[config.mk]
export PLATFORM = sky130hd
export DESIGN_NAME = iit_ram
export DESIGN_NICKNAME = d
export VERILOG_FILES = /design/src/hw/rtl/iit_ram.sv
export SDC_FILE = /design/constraint.sdc
export NUM_CORES = 1
export LEC_CHECK = 0
export BUFFER_PORTS_ARGS = -buffer_cell sky130_fd_sc_hd__buf_2
export CAP_MARGIN = 25
export CORE_AREA = 3 3 174 125
export DETAILED_ROUTE_END_ITERATION = 7
export DIE_AREA = 0 0 177 128
export GPL_TIMING_DRIVEN = 0
export PLACE_DENSITY = 0.64
export SYNTH_ARGS = -nofsm -noshare
export SYNTH_HDL_FRONTEND = slang
export SYNTH_SLANG_ARGS = --single-unit
[constraint.sdc]
create_clock -name clk -period 3.1 [get_ports clk]
set_input_delay 0.465 -clock clk [delete_from_list [all_inputs] [get_ports clk]]
set_output_delay 0.465 -clock clk [all_outputs]
set_load 0.01 [all_outputs]
[src/hw/rtl/iit_ram.sv]
module iit_ram #(
  parameter int WIDTH = 8,
  parameter int DEPTH = 32
) (
  input  logic                     clk,
  input  logic                     we,
  input  logic [$clog2(DEPTH)-1:0] waddr,
  input  logic [WIDTH-1:0]         wdata,
  input  logic [$clog2(DEPTH)-1:0] raddr,
  output logic [WIDTH-1:0]         rdata
);

  logic [WIDTH-1:0] mem [DEPTH];

  always_ff @(posedge clk) begin
    if (we) begin
      mem[waddr] <= wdata;
    end
    rdata <= mem[raddr];
  end

endmodule

==> metrics.txt, run 1 <==
status=finished, final reports clean; Syn Nets=437; WP data arrival=2.93 ns; leakage=3.48 nW; crit path max fanout=10; reg2reg end=rdata[3]$_DFF_P_; r2r startpoint=mem[23][3]$_DFFE_PP_; setup tns final=0 ns; I/O pins=28; CTS tree=built; Period Utilization, post-route=81.7%; drt total wl=20500 µm; Post-CTS Resized=0; Netlist cell types=15; Placed Area=10500 µm²; CP Class=input port to register; clk sinks=264; RSZ-0062 raised after global routing=false; Pwr Total=7.24 mW; Seq/Total Area, Yosys=78.1%; R2R cell count=3; Setup crit start kind=input port; fin. max-slew vios=0; die height=128 µm; Final Hold Viols=0; starting density of the core=50.4%; Gate Count Post-Synth=417; hold path depth=1; top cells by area, synth=edfxtp_1 (76%), mux4_2 (18%), dfxtp_1 (1.6%), nor2_1 (1.2%), mux2_2 (0.90%); CTS root buffer=clkbuf_16; largest area contributor in the synthesized netlist=edfxtp_1; mean post-synth cell area=24.1 µm²; vias in the first global route=4506; Final ANT Viol Nets=0; Clock Skews=0.0140 ns; Most used DFF post-synth=edfxtp_1; Final Wtd Congestion=0.794; number of enable flip-flop cells after synthesis=256; via density per instance=5.99; n_diodes=0; Detailed Place HPWL=13400 µm; Slew @ Worst Pin=0.835 ns; DIE AREA=22700 µm²; CTS buffer count=25; clk buf depth=3; Peak Freq=395 MHz; via count=4514; Worst setup EP type=register; ys async rst share=0%; Placed Cells=709; clock insertion delay at the later pin of the skew report=0.52 ns; commonest cells in the synthesized netlist=edfxtp_1 (256), mux4_2 (80), nor2_1 (33), dfxtp_1 (8), mux2_2 (8); critical path data required time=3.49 ns; Mapped Area=10100 µm²; Placement Rows=43; GR Util All Layers=18.9%; Hold Path Origin=wdata[5]; R2R Setup Slk=1.23 ns; yosys synthesis warning count=0; register bit total from synthesis=264; min cycle time layout=2.53 ns; Buffers on Ports=22; core area=20000 µm²; layout cells sized above 1=32.6%; Hold EP=mem[17][5]$_DFFE_PP_; Final setup viols=0; Layout area overhead=12.2%; Die Wd=177 µm; initial antenna violation count=0; Hold WS=0.484 ns; HP Class=input port to register; most frequent cell after synthesis=edfxtp_1; Util after Layout=56.5%; first-pass GRT wire length=30600 µm; largest net degree at the start of global routing=33; dpl ws=0.0306 ns; DRC errors left=0; nets=486; Setup WS post-layout=0.567 ns; Max Cap Viol=0; H-tree depth=1; worst vdd ir=422 µV; PwrDens=642 nW/µm²; drt wl/cell=27.2 µm; Final Non-Filler Cells=754; gr ovfl total=0; finished layout cell area=11300 µm²; Yosys top cell area share=76.5%; CTS clk-pin slew, worst paths=0.06 ns; relative slew slack=44.1%; number of DRC markers in iteration 0=400; Post CTS Setup Buffer Count=0; hold_buf cts=0; DR pass1 iterations=4
[state kept, by name, summed over array words and instances (netlist names)]
signal  count
mem       256
rdata       8
[cell usage in the layout (no fill, tap or decap), drive strengths merged]
cell,Yosys,layout
edfxtp,256,256
mux4,80,80
clkbuf,6,40
buf,14,36
nor2,33,33
mux2,8,8
dfxtp,8,8
clkinv,0,7
nand3b,5,5
or3b,3,3
nand3,2,2
clkinvlp,0,2
nand2,1,1
or3,1,1
inv,0,1
bufinv,0,1
[critical path, cell delays in order]
cell and delay [ns]:
clkbuf_1 0.51, buf_1 0.62, mux4_2 0.48, mux4_2 0.55, mux2_2 0.29
[worst max path at each step]
stage                     startpoint                to  slack [ns]
final                       raddr[2]  rdata[3]$_DFF_P_        0.57
after global routing        raddr[2]  rdata[1]$_DFF_P_        0.49
after CTS                   raddr[2]  rdata[1]$_DFF_P_        0.57
after detailed placement    raddr[2]  rdata[1]$_DFF_P_        0.03
after global placement      raddr[2]  rdata[7]$_DFF_P_        0.06
after floorplan             raddr[2]  rdata[0]$_DFF_P_        0.83
[cells by family after synthesis]
group,count (synthesis),synth area share [%]
DFF,264,78.1
muxes,88,18.8
and+or+nand+nor,45,2.07
buffers and inverters,20,1.06
[where the power goes]
part           leakage [nW]  switching (mW)  internal, mW
logic                 0.733           0.225         0.162
clock network         0.378            1.23          1.64
registers              2.37          0.0116          3.97
[metal layers]
layer  up-vias  GRT usage (%)  wire length (µm)  part of all wire, %
met5         -              0                 0                    0
met4         0           3.09               282                  1.4
met3        23           4.77              1690                  8.2
met2       182           27.1              9200                   45
met1      2424           30.3              9370                   46
li1       1885              -                 -                    -
[cell type report]
class | count | area (µm²)
buffer | 20 | 106
clock buffer | 34 | 689
clock inverter | 11 | 86.3
fill | 1489 | 8680
multi-input combinational | 133 | 2100
sequential | 264 | 7850
tap | 270 | 338
timing repair buffer | 22 | 110
Note: power is estimated with default switching activity, not from simulation.
==> run 2, diff against run 1 <==
Settings changed: PLACE_DENSITY 0.64 to 0.66.
Clock period 3.1 ns to 2.25 ns, I/O delays scaled along.
==> run 2 against run 1 <==
Compared with the run above:
- largest power group unchanged
- highest routed layer unchanged
- clock skew barely moved
- worst setup slack worse by 0.46 ns
- combinational power increased by 37%
==> metrics.txt, run 2 (synthesis gave the netlist of run 1 again) <==
via density per instance=5.94; largest net degree at the start of global routing=33; FILL cells=1475; CTS root buffer=clkbuf_16; Final ANT Viol Nets=0; first-pass GRT wire length=30500 µm; Worst setup EP type=register; R2R Setup Slk=0.41 ns; crit path max fanout=10; cell family with most CP delay=multiplexers; Multi-input gate area=2100 µm²; Util after Layout=56.4%; relative slew slack=43.0%; R2R cell count=3; biggest regs=mem (256), rdata (8); met3 wire length=1870 µm; RSZ-0062 raised after global routing=false; worst-path cell chain=clkbuf_1 > buf_1 > mux4_2 > mux4_2 > mux2_2; Final setup viols=0; met1 WL=9270 µm; HP Class=input port to register; H-tree depth=1; Critical-path top delay cell=buf_1; CTS buffer count=25; combinational fraction of design power=5.4%; Critical Path Stages=5; DR pass1 iterations=5; Final Non-Filler Cells=755; most common cell after layout, fill and taps aside=edfxtp_1; gr ovfl total=0; drt total wl=20400 µm; worst setup path startpoint=raddr[2]; Detailed Place HPWL=13300 µm; Layout area overhead=11.9%; Die Wd=177 µm; Clock Skews=0.0143 ns; Worst setup endpoint=rdata[7]$_DFF_P_; min cycle time layout=2.15 ns; clock insertion delay at the later pin of the skew report=0.52 ns; clk sinks=264; Final Wtd Congestion=0.789; CP dominant cell by count=mux4_2; CTS tree=built; worst path buffer plus inverter count=2; Placement Rows=43; PwrDens=877 nW/µm²; Period Utilization, post-route=95.4%; Slew @ Worst Pin=0.852 ns; WP data arrival=2.54 ns; reg2reg end=rdata[1]$_DFF_P_; clk buf depth=3; die height=128 µm; via count=4488; CP max stage delay=0.53 ns; drt wl/cell=27.1 µm; Clk network pwr share=39.1%; register area=7850 µm²; I/O pins=28; worst vdd ir=600 µV; Int Pwr=7.84 mW; vias in the first global route=4519; Sw Pwr=2.02 mW; max layer used=met4; fin. max-slew vios=0; CP Class=input port to register; Reg power frac=55.6%; Max Cap Viol=0; n_diodes=0; Final Hold Viols=0; Buffers on Ports=22; starting density of the core=50.4%; CTS clk-pin slew, worst paths=0.06 ns; leakage=3.49 nW; hold_buf cts=0; number of DRC markers in iteration 0=551; GR Util All Layers=18.9%; initial antenna violation count=0; routed wl met2=8900 µm; r2r startpoint=mem[21][1]$_DFFE_PP_; layout cells sized above 1=33.0%; Largest Register=mem; most frequent cells in the layout=edfxtp_1 (256), mux4_2 (80), nor2_1 (33); critical path data required time=2.64 ns; switching share of power=20.5%; Setup crit start kind=input port; status=finished, final reports clean; core area=20000 µm²; DIE AREA=22700 µm²; Placed Cells=709; Largest register FFs=256; Peak Freq=466 MHz; nets=486; DRC errors left=0
[run 2: area by class of cell]
cell class	instances	area share, %
well taps	270	3.00
flip-flops and latches	264	69.7
repair buffers	22	0.979
plain buffers	20	1.00
clock buffers	30	5.73
multi-input cells	133	18.7
clock inverters	16	0.890
[run 2: power by group through the flow]
stage	Combinational (mW)	Sequential [mW]	Clock [mW]
after floorplan	0.291	5.60	0
final	0.530	5.48	3.85
after detailed placement	0.537	5.59	0
after global placement	0.524	5.59	0
after global routing	0.568	5.49	4.12
after CTS	0.538	5.49	3.91
[run 2: worst min-delay path by stage]
stage,startpoint,end,slack (ns),cells after the start
global route,wdata[6],mem[20][6]$_DFFE_PP_,0.38,1
CTS,wdata[6],mem[26][6]$_DFFE_PP_,0.34,1
finish,wdata[6],mem[17][6]$_DFFE_PP_,0.36,1
detailed placement,rdata[0]$_DFF_P_,rdata[0],0.74,1
global placement,rdata[0]$_DFF_P_,rdata[0],0.74,1
floorplan,wdata[0],mem[0][0]$_DFFE_PP_,0.44,0
[run 2: layer usage]
metal  global-route usage (%)  vias to the layer above
li1                         -                     1881
met2                     26.7                      200
met4                     3.79                        0
met3                     3.52                       30
met1                     31.3                     2377
met5                        0                        -
[run 2: worst register-to-register path: cells and delay by family (launching register included)]
| family | cells | cell delay (ns) |
|---|---|---|
| muxes | 3 | 1.35 |
| DFF | 1 | 0.37 |
[run 2: what timing repair did]
item | in CTS | in global routing
setup endpoints to repair | 7 | 4
pin swaps | 0 | 0
setup buffers | 0 | 0
resized for setup | 4 | 2
[run 2: metrics by stage]
step / hold slack, ns / setup slack (ns) / TNS (ns) / power, mW / area [µm²]
global route: 0.377 / 0.00923 / 0 / 10.2 / 11300
global placement: 0.741 / -0.615 / -5.01 / 6.11 / 10500
detailed placement: 0.735 / -0.627 / -6.72 / 6.13 / 10500
CTS: 0.341 / 0.0297 / 0 / 9.93 / 11300
finish: 0.357 / 0.104 / 0 / 9.87 / 11300
floorplan: 0.436 / 0.110 / 0 / 5.89 / 10100
